--- config.mk ---
export PLATFORM = sky130hd
export DESIGN_NAME = packet_loss_rate_adapter_unit_flat
export DESIGN_NICKNAME = d
export VERILOG_FILES = /design/src/hw/rtl/plra_pkg.sv /design/src/hw/rtl/plra_if.sv /design/src/hw/rtl/plra_cell.sv /design/src/hw/rtl/plra_adjust.sv /design/src/hw/rtl/packet_loss_rate_adapter_unit.sv /design/src/flat_wrapper.sv
export SDC_FILE = /design/constraint.sdc
export NUM_CORES = 2
export LEC_CHECK = 0
export BUFFER_PORTS_ARGS = -buffer_cell sky130_fd_sc_hd__buf_2
export CAP_MARGIN = 20
export CORE_MARGIN = 8
export CORE_UTILIZATION = 40
export CTS_BUF_LIST = sky130_fd_sc_hd__clkbuf_4 sky130_fd_sc_hd__clkbuf_8
export DETAILED_ROUTE_END_ITERATION = 16
export HOLD_SLACK_MARGIN = 0.08
export PLACE_DENSITY = 0.54
export REMOVE_ABC_BUFFERS = 1
export SYNTH_ARGS = -nofsm -noshare
export SYNTH_HDL_FRONTEND = slang
export SYNTH_SLANG_ARGS = --single-unit
--- constraint.sdc ---
create_clock -name clk -period 24.4 [get_ports clk]
set_clock_uncertainty 0.2 [all_clocks]
set_input_delay 4.88 -clock clk [delete_from_list [all_inputs] [get_ports clk]]
set_output_delay 4.88 -clock clk [all_outputs]
set_load 0.02 [all_outputs]
--- src/hw/rtl/plra_pkg.sv ---
`timescale 1ns / 1ps
// ----------------------------------------------------------------------------
// plra_pkg
// Shared widths, constants and types of the packet loss rate adapter.
// ----------------------------------------------------------------------------
package plra_pkg;

	localparam int unsigned WINDOW    = 5;
	localparam int unsigned CNT_W     = 32;
	localparam int unsigned SUM_W     = CNT_W + $clog2(WINDOW);
	localparam int unsigned OUT_SUM_W = 35;
	localparam int unsigned LVL_W     = 2;

	localparam int unsigned LIMIT_W   = 7;
	localparam logic [LIMIT_W-1:0] LOSS_LIMIT = LIMIT_W'(99);
	localparam int unsigned M99_W     = SUM_W + LIMIT_W;

	localparam logic [CNT_W-1:0] MAX_RATE_RESET = CNT_W'(115000000);
	localparam logic [CNT_W-1:0] MIN_RATE_RESET = CNT_W'(115000000 / 1000);

	// floor(x / 1000) = (x * LO_DIV_MAGIC) >> LO_DIV_SHIFT for any 32-bit x
	localparam logic [CNT_W-1:0] LO_DIV_MAGIC = CNT_W'(274877907);
	localparam int unsigned      LO_DIV_SHIFT = 38;

	// floor(x / 5) = (x * DIV5_MAGIC) >> DIV5_SHIFT for any 32-bit x
	localparam logic [CNT_W-1:0] DIV5_MAGIC = 32'hCCCC_CCCD;
	localparam int unsigned      DIV5_SHIFT = 34;
	localparam int unsigned      Q_W        = 2 * CNT_W - DIV5_SHIFT;

	typedef enum logic [LVL_W-1:0] {
		LVL_CLEAN  = 2'd0,
		LVL_MINOR  = 2'd1,
		LVL_SEVERE = 2'd2
	} level_t;

	typedef enum logic [1:0] {
		DIR_HOLD,
		DIR_UP,
		DIR_DOWN
	} dir_t;

	typedef struct packed {
		logic [CNT_W-1:0] rx;
		logic [CNT_W-1:0] ms;
	} delta_t;

endpackage

--- src/hw/rtl/plra_if.sv ---
`timescale 1ns / 1ps
// ----------------------------------------------------------------------------
// plra_if
// Request and report channels of the packet loss rate adapter.
// ----------------------------------------------------------------------------
interface plra_req_if import plra_pkg::*; ();
	logic             valid;
	logic             ready;
	logic [CNT_W-1:0] received_count;
	logic [CNT_W-1:0] missed_count;
	logic [CNT_W-1:0] current_rate;

	modport source (output valid, received_count, missed_count, current_rate, input ready);
	modport sink   (input valid, received_count, missed_count, current_rate, output ready);
endinterface

interface plra_rpt_if import plra_pkg::*; ();
	logic                 valid;
	logic                 ready;
	logic [LVL_W-1:0]     health_level;
	logic [OUT_SUM_W-1:0] recent_received;
	logic [OUT_SUM_W-1:0] recent_missed;
	logic [CNT_W-1:0]     new_rate;
	logic                 rate_changed;

	modport source (output valid, health_level, recent_received, recent_missed, new_rate,
		rate_changed, input ready);
	modport sink   (input valid, health_level, recent_received, recent_missed, new_rate,
		rate_changed, output ready);
endinterface

--- src/hw/rtl/plra_cell.sv ---
`timescale 1ns / 1ps
// ----------------------------------------------------------------------------
// plra_cell
// One window slot: holds a received/missed delta pair and passes it on.
// ----------------------------------------------------------------------------
module plra_cell import plra_pkg::*; (
	input  logic   clk,
	input  logic   arst_n,
	input  logic   en,
	input  delta_t d,
	output delta_t q
);

	delta_t slot_q;

	always_ff @(posedge clk or negedge arst_n) begin
		if (!arst_n) begin
			slot_q <= '0;
		end else if (en) begin
			slot_q <= d;
		end
	end

	assign q = slot_q;

endmodule

--- src/hw/rtl/plra_adjust.sv ---
`timescale 1ns / 1ps
// ----------------------------------------------------------------------------
// plra_adjust
// Health grading and rate adjustment pipeline with per-stage flow control.
// ----------------------------------------------------------------------------
module plra_adjust import plra_pkg::*; (
	input  logic             clk,
	input  logic             arst_n,
	input  logic             in_valid,
	output logic             in_ready,
	input  logic [SUM_W-1:0] r_in,
	input  logic [SUM_W-1:0] m_in,
	input  logic [CNT_W-1:0] rate_in,
	input  logic [CNT_W-1:0] max_rate,
	input  logic [CNT_W-1:0] min_rate,
	plra_rpt_if.source       report
);

	logic v1_q, v2_q, v3_q, v4_q, vo_q;
	logic en1, en2, en3, en4, eno;

	logic [SUM_W-1:0] r_s1, m_s1, r_s2, m_s2, r_s3, m_s3, r_s4, m_s4;
	logic [CNT_W-1:0] rate_s1, rate_s2, rate_s3, rate_s4;
	logic [M99_W-1:0] m99_s2;
	level_t           level_s3, level_s4;
	dir_t             dir_s3, dir_s4;
	logic [CNT_W-1:0] w_s3;
	logic [Q_W-1:0]   q_s4;

	level_t             level_c;
	dir_t               dir_c;
	logic [CNT_W:0]     z_c;
	logic [2*CNT_W-1:0] prod_c;
	logic [CNT_W:0]     cand_c;
	logic [CNT_W-1:0]   hi_c;
	logic [CNT_W-1:0]   next_c;

	assign eno      = !vo_q || report.ready;
	assign en4      = !v4_q || eno;
	assign en3      = !v3_q || en4;
	assign en2      = !v2_q || en3;
	assign en1      = !v1_q || en2;
	assign in_ready = en1;

	always_comb begin
		priority if (m_s2 == '0) begin
			level_c = LVL_CLEAN;
		end else if (M99_W'(r_s2) > m99_s2) begin
			level_c = LVL_MINOR;
		end else begin
			level_c = LVL_SEVERE;
		end
		priority if (m_s2 == '0 && r_s2 != '0) begin
			dir_c = DIR_UP;
		end else if (M99_W'(r_s2) < m99_s2) begin
			dir_c = DIR_DOWN;
		end else begin
			dir_c = DIR_HOLD;
		end
		// up: rate + floor((rate + 5) / 10), down: rate - floor((rate + 4) / 10)
		z_c = {1'b0, rate_s2} + ((dir_c == DIR_UP) ? (CNT_W + 1)'(5) : (CNT_W + 1)'(4));
	end

	assign prod_c = (2 * CNT_W)'(w_s3) * (2 * CNT_W)'(DIV5_MAGIC);

	always_comb begin
		if (dir_s4 == DIR_UP) begin
			cand_c = {1'b0, rate_s4} + (CNT_W + 1)'(q_s4);
		end else begin
			cand_c = {1'b0, rate_s4} - (CNT_W + 1)'(q_s4);
		end
		hi_c = (cand_c > {1'b0, max_rate}) ? max_rate : cand_c[CNT_W-1:0];
		if (dir_s4 == DIR_HOLD) begin
			next_c = rate_s4;
		end else begin
			next_c = (hi_c < min_rate) ? min_rate : hi_c;
		end
	end

	always_ff @(posedge clk or negedge arst_n) begin
		if (!arst_n) begin
			v1_q <= 1'b0;
			v2_q <= 1'b0;
			v3_q <= 1'b0;
			v4_q <= 1'b0;
			vo_q <= 1'b0;
		end else begin
			if (en1) v1_q <= in_valid;
			if (en2) v2_q <= v1_q;
			if (en3) v3_q <= v2_q;
			if (en4) v4_q <= v3_q;
			if (eno) vo_q <= v4_q;
		end
	end

	always_ff @(posedge clk) begin
		if (en1) begin
			r_s1    <= r_in;
			m_s1    <= m_in;
			rate_s1 <= rate_in;
		end
		if (en2) begin
			r_s2    <= r_s1;
			m_s2    <= m_s1;
			rate_s2 <= rate_s1;
			m99_s2  <= M99_W'(m_s1) * M99_W'(LOSS_LIMIT);
		end
		if (en3) begin
			r_s3     <= r_s2;
			m_s3     <= m_s2;
			rate_s3  <= rate_s2;
			level_s3 <= level_c;
			dir_s3   <= dir_c;
			w_s3     <= z_c[CNT_W:1];
		end
		if (en4) begin
			r_s4     <= r_s3;
			m_s4     <= m_s3;
			rate_s4  <= rate_s3;
			level_s4 <= level_s3;
			dir_s4   <= dir_s3;
			q_s4     <= prod_c[2*CNT_W-1:DIV5_SHIFT];
		end
		if (eno) begin
			report.health_level    <= level_s4;
			report.recent_received <= OUT_SUM_W'(r_s4);
			report.recent_missed   <= OUT_SUM_W'(m_s4);
			report.new_rate        <= next_c;
			report.rate_changed    <= (next_c != rate_s4);
		end
	end

	assign report.valid = vo_q;

endmodule

--- src/hw/rtl/packet_loss_rate_adapter_unit.sv ---
`timescale 1ns / 1ps
// ----------------------------------------------------------------------------
// packet_loss_rate_adapter_unit
// Windowed packet loss grading and stream rate adjustment.
// ----------------------------------------------------------------------------
// One request per monitoring period carries the cumulative received and missed
// counters and the rate in effect; each request gives exactly one report. A
// request is taken every cycle unless the pipeline stalls; its report comes
// out through the five adjust registers (window update, loss multiply,
// grading, divide-by-ten multiply, clamp and output). Each pipeline stage
// stalls on its own, so requests keep entering while an earlier report
// waits, until every stage is full. The window is a chain of WINDOW cells
// shifting one place per request; min_rate_q follows max_rate_q next cycle.
module packet_loss_rate_adapter_unit import plra_pkg::*; (
	input  logic             clk,
	input  logic             arst_n,
	input  logic             cfg_we,
	input  logic [CNT_W-1:0] cfg_wdata,
	plra_req_if.sink         counts,
	plra_rpt_if.source       report
);

	logic             accept;
	logic [CNT_W-1:0] max_rate_q;
	logic [CNT_W-1:0] min_rate_q;
	logic [2*CNT_W-1:0] lo_prod;
	delta_t           prev_q;
	delta_t           delta;
	delta_t           cell_d [WINDOW];
	delta_t           cell_q [WINDOW];
	logic [SUM_W-1:0] rx_sum_q, ms_sum_q;
	logic [SUM_W-1:0] rx_sum_next, ms_sum_next;

	assign accept   = counts.valid && counts.ready;
	assign delta.rx = counts.received_count - prev_q.rx;
	assign delta.ms = counts.missed_count - prev_q.ms;
	assign lo_prod  = (2 * CNT_W)'(max_rate_q) * (2 * CNT_W)'(LO_DIV_MAGIC);

	assign rx_sum_next = rx_sum_q - SUM_W'(cell_q[WINDOW-1].rx) + SUM_W'(delta.rx);
	assign ms_sum_next = ms_sum_q - SUM_W'(cell_q[WINDOW-1].ms) + SUM_W'(delta.ms);

	for (genvar i = 0; i < WINDOW; i++) begin : g_cell
		if (i == 0) begin : g_head
			assign cell_d[i] = delta;
		end else begin : g_link
			assign cell_d[i] = cell_q[i-1];
		end
		plra_cell u_cell (
			.clk    (clk),
			.arst_n (arst_n),
			.en     (accept),
			.d      (cell_d[i]),
			.q      (cell_q[i])
		);
	end

	always_ff @(posedge clk or negedge arst_n) begin
		if (!arst_n) begin
			max_rate_q <= MAX_RATE_RESET;
			min_rate_q <= MIN_RATE_RESET;
			prev_q     <= '0;
			rx_sum_q   <= '0;
			ms_sum_q   <= '0;
		end else begin
			if (cfg_we) max_rate_q <= cfg_wdata;
			min_rate_q <= CNT_W'(lo_prod[2*CNT_W-1:LO_DIV_SHIFT]);
			if (accept) begin
				prev_q.rx <= counts.received_count;
				prev_q.ms <= counts.missed_count;
				rx_sum_q  <= rx_sum_next;
				ms_sum_q  <= ms_sum_next;
			end
		end
	end

	plra_adjust u_adjust (
		.clk      (clk),
		.arst_n   (arst_n),
		.in_valid (counts.valid),
		.in_ready (counts.ready),
		.r_in     (rx_sum_next),
		.m_in     (ms_sum_next),
		.rate_in  (counts.current_rate),
		.max_rate (max_rate_q),
		.min_rate (min_rate_q),
		.report   (report)
	);

endmodule

--- src/flat_wrapper.sv ---
// flat-port wrapper written by rule: the top's interface ports become plain ports
module packet_loss_rate_adapter_unit_flat import plra_pkg::*;
  (clk, arst_n, cfg_we, cfg_wdata, counts_valid, counts_received_count, counts_missed_count, counts_current_rate, counts_ready, report_valid, report_health_level, report_recent_received, report_recent_missed, report_new_rate, report_rate_changed, report_ready);
  plra_req_if counts_i ();
  plra_rpt_if report_i ();
  input  logic clk;
  input  logic arst_n;
  input  logic cfg_we;
  input  logic [CNT_W-1:0] cfg_wdata;
  input wire logic [$bits(counts_i.valid)-1:0] counts_valid;
  input wire logic [$bits(counts_i.received_count)-1:0] counts_received_count;
  input wire logic [$bits(counts_i.missed_count)-1:0] counts_missed_count;
  input wire logic [$bits(counts_i.current_rate)-1:0] counts_current_rate;
  output wire logic [$bits(counts_i.ready)-1:0] counts_ready;
  output wire logic [$bits(report_i.valid)-1:0] report_valid;
  output wire logic [$bits(report_i.health_level)-1:0] report_health_level;
  output wire logic [$bits(report_i.recent_received)-1:0] report_recent_received;
  output wire logic [$bits(report_i.recent_missed)-1:0] report_recent_missed;
  output wire logic [$bits(report_i.new_rate)-1:0] report_new_rate;
  output wire logic [$bits(report_i.rate_changed)-1:0] report_rate_changed;
  input wire logic [$bits(report_i.ready)-1:0] report_ready;
  assign counts_i.valid = counts_valid;
  assign counts_i.received_count = counts_received_count;
  assign counts_i.missed_count = counts_missed_count;
  assign counts_i.current_rate = counts_current_rate;
  assign counts_ready = counts_i.ready;
  assign report_valid = report_i.valid;
  assign report_health_level = report_i.health_level;
  assign report_recent_received = report_i.recent_received;
  assign report_recent_missed = report_i.recent_missed;
  assign report_new_rate = report_i.new_rate;
  assign report_rate_changed = report_i.rate_changed;
  assign report_i.ready = report_ready;
  packet_loss_rate_adapter_unit u_core (.clk(clk), .arst_n(arst_n), .cfg_we(cfg_we), .cfg_wdata(cfg_wdata), .counts(counts_i), .report(report_i));
endmodule
==> qor.csv <==
metric,value,unit
Starting Density,40.2,%
port bufs,239,
most frequent cells in the layout,"inv_1, ha_1, fa_1, edfxtp_1, dfrtp_1",
largest incremental delay on the critical path,0.43,ns
crit path time final,11.75,ns
area delta synth->final,10.6,%
family with the most delay on the worst path,simple AND/OR/NAND/NOR gates,
clock sink count,1138,
largest net degree at the start of global routing,196,
CTS tree,done,
clock latency at the later pin of the worst-skew pair,0.98,ns
"Hold Violations, Final",0,
Tightest Pin Transition,1.19,ns
final cell count without fillers,10789,
Slew headroom,20.7,%
remaining global-route overflow,0,
slowest CP cell,and2_1,
Critical Path Sink Type,primary output,
synthesized cell area,86300,um2
antenna violations before repair,19,
CTS resizes,0,
final period utilization,48.2,%
global-route wire length before repair,334,mm
Final Routed Wirelength,214,mm
chip width,480,um
number of global-route vias before repair,56339,
DIE HEIGHT,480,um
DRC,0,
Die Area,231000,um2
TritonRoute pass-1 iters,7,
final setup vio count,0,
fillcell total,20126,
Mapped Cells,7393,
clk slew on worst S/H paths,0.06,ns
IO Count,240,
max_cap viols,0,
post-layout util,44.5,%
HPWL after detailed placement,171,mm
crit path cell chain,buf_2 -> nor2b_1 -> and2_1 -> nand4_1 -> buf_4 -> buf_2,
routed vias,52988,
Post-DRT Antenna Nets,0,
Post-synth top flop,edfxtp_1,
post-CTS setup buffer count,0,
Starting DRT DRC Count,2825,
worst hold path class,register to register,
"Avg Cell Area, Syn",11.7,um2
DR WL/cell,19.8,um
row count,170,
"EDFF count, synth",624,
vias per cell,4.91,
GRT Util Overall,18.7,%
status,"finished, final reports clean",
gpl congestion,0.911,
"commonest non-fill, non-tap cell in the layout",inv_1,
core area,214000,um2
Setup TNS,0,ns
kind of critical path,input port to primary output,
total number of H-tree levels,4,
Final Max Slew Viols,0,
Crit path buffers/inverters,3,
critical path required time,19.32,ns
CP startpoint kind,input port,
fraction of layout cells with a size suffix above 1,13.8,%
Longest Clk Path Bufs,3,
"Arr. time, crit path",6.67,ns
sequential area share after synthesis,36.7,%
"flops & latches, synth",1138,
Worst path most repeated cell,buf_2,
CP max FO,36,
area of the multi-input gates,47900,um2
fraction of registers with async set/reset,45.2,%
"Distinct cells, synth",90,
Max Clk Rate,85.1,MHz
Post-CTS Hold Buffers,0,
CTS buffer count,197,
YS warnings,0,
placed insts,10412,
Nets,9848,
RSZ-0062 raised after global routing,false,
Storage cell area,31600,um2
Root Driver,clkbuf_8,
state kept, by name, indices dropped and copies added (netlist names), 35 cells and up:
signal                                  cells
u_core.u_adjust.r_s2                       35
u_core.u_adjust.r_s1                       35
u_core.u_adjust.m_s1                       35
u_core.ms_sum_q                            35
u_core.u_adjust.report.recent_missed       35
u_core.u_adjust.r_s3                       35
u_core.u_adjust.r_s4                       35
u_core.prev_q                              64
u_core.u_adjust.report.recent_received     35
u_core.u_adjust.m_s2                       35
u_core.u_adjust.m99_s2                     41
u_core.g_cell.u_cell.q                    320
u_core.rx_sum_q                            35
u_core.u_adjust.m_s4                       35
u_core.u_adjust.m_s3                       35
through the flow:
| stage | instance area (um2) | hold WS, ns | setup slack [ns] |
|---|---|---|---|
| after floorplan | 85900 | 0.200 | 2.33 |
| after global placement | 91000 | 0.201 | 12.38 |
| after detailed placement | 91000 | 0.205 | 12.31 |
| after CTS | 95400 | 0.170 | 12.63 |
| after global routing | 95400 | 0.177 | 11.70 |
| final | 95400 | 0.191 | 12.65 |
worst paths after layout:
path / startpoint / end / slack [ns] / cells past startpoint
setup / recovery: report_ready / counts_ready / 12.65 / 6
hold / removal: u_core.u_adjust.r_s3[10] / u_core.u_adjust.r_s4[10] / 0.19 / 0
setup reg to reg: u_core.u_adjust.q_s4[0] / u_core.u_adjust.report.rate_changed / 12.68 / 46
hold reg to reg: u_core.u_adjust.r_s3[10] / u_core.u_adjust.r_s4[10] / 0.19 / 0
max in group asynchronous: arst_n / u_core.u_adjust.report.valid / 17.26 / 4
min in group asynchronous: arst_n / u_core.prev_q[19] / 3.71 / 1
worst reg2reg max path: cells and delay by family (launching register included):
kind                     cells  cell delay (ns)
AO/OA/AOI/OAI               18             3.97
flip-flops                   1             0.39
adder cells (fa/ha/maj)      3             1.08
buffers and inverters        3             0.93
AND/OR/NAND/NOR             18             3.64
XOR/XNOR                     2             0.66
multiplexers                 2             0.63
cells by family (layout without fill, tap and decap cells):
| kind of cell | count (synthesis) | in the layout | synth area share [%] |
|---|---|---|---|
| adder cells (fa/ha/maj) | 1942 | 1942 | 35.5 |
| XOR/XNOR | 298 | 298 | 3.03 |
| multiplexers | 412 | 412 | 5.36 |
| AO/OA/AOI/OAI | 851 | 851 | 6.28 |
| flip-flops | 1138 | 1138 | 36.7 |
| other | 0 | 5 | 0 |
| buffers and inverters | 1799 | 2352 | 7.86 |
| AND/OR/NAND/NOR | 953 | 953 | 5.34 |
routing by layer:
layer	GRT usage (%)	vias up	routed length [um]
met3	2.93	249	10200
met2	31.8	1040	103000
met1	25.2	26536	96100
li1	-	25161	-
met4	4.22	2	4380
met5	0	-	13
synthesized netlist by cell type (all sizes together), types with 40 or more instances:
library cell,number,area share [%]
inv,1701,7.4
ha,1104,16
fa,838,19
edfxtp,624,22
dfrtp,495,14
mux2,400,5.2
nand2,280,1.2
o21ai,242,1.4
a21oi,220,1.3
nor2,215,0.94
xnor2,192,1.9
xor2,106,1.1
a21o,105,0.91
nor3,92,0.55
clkbuf,84,0.37
nand3,83,0.48
o21a,54,0.47
nand2b,52,0.38
nor2b,42,0.30
nand4,40,0.29
layout make-up:
cell class	instances	share of cell area [%]
Multi-Input combinational cell	4456	50.2
Sequential cell	1138	33.1
Inverter	1701	6.70
Clock buffer	297	3.86
Tap cell	2838	3.72
Timing Repair Buffer	279	1.62
Clock inverter	75	0.788
Antenna cell	5	0.0131
Power is left out: the tool's default activity adds up to more than one toggle a clock period on the data nets, which glitch-free logic cannot reach.
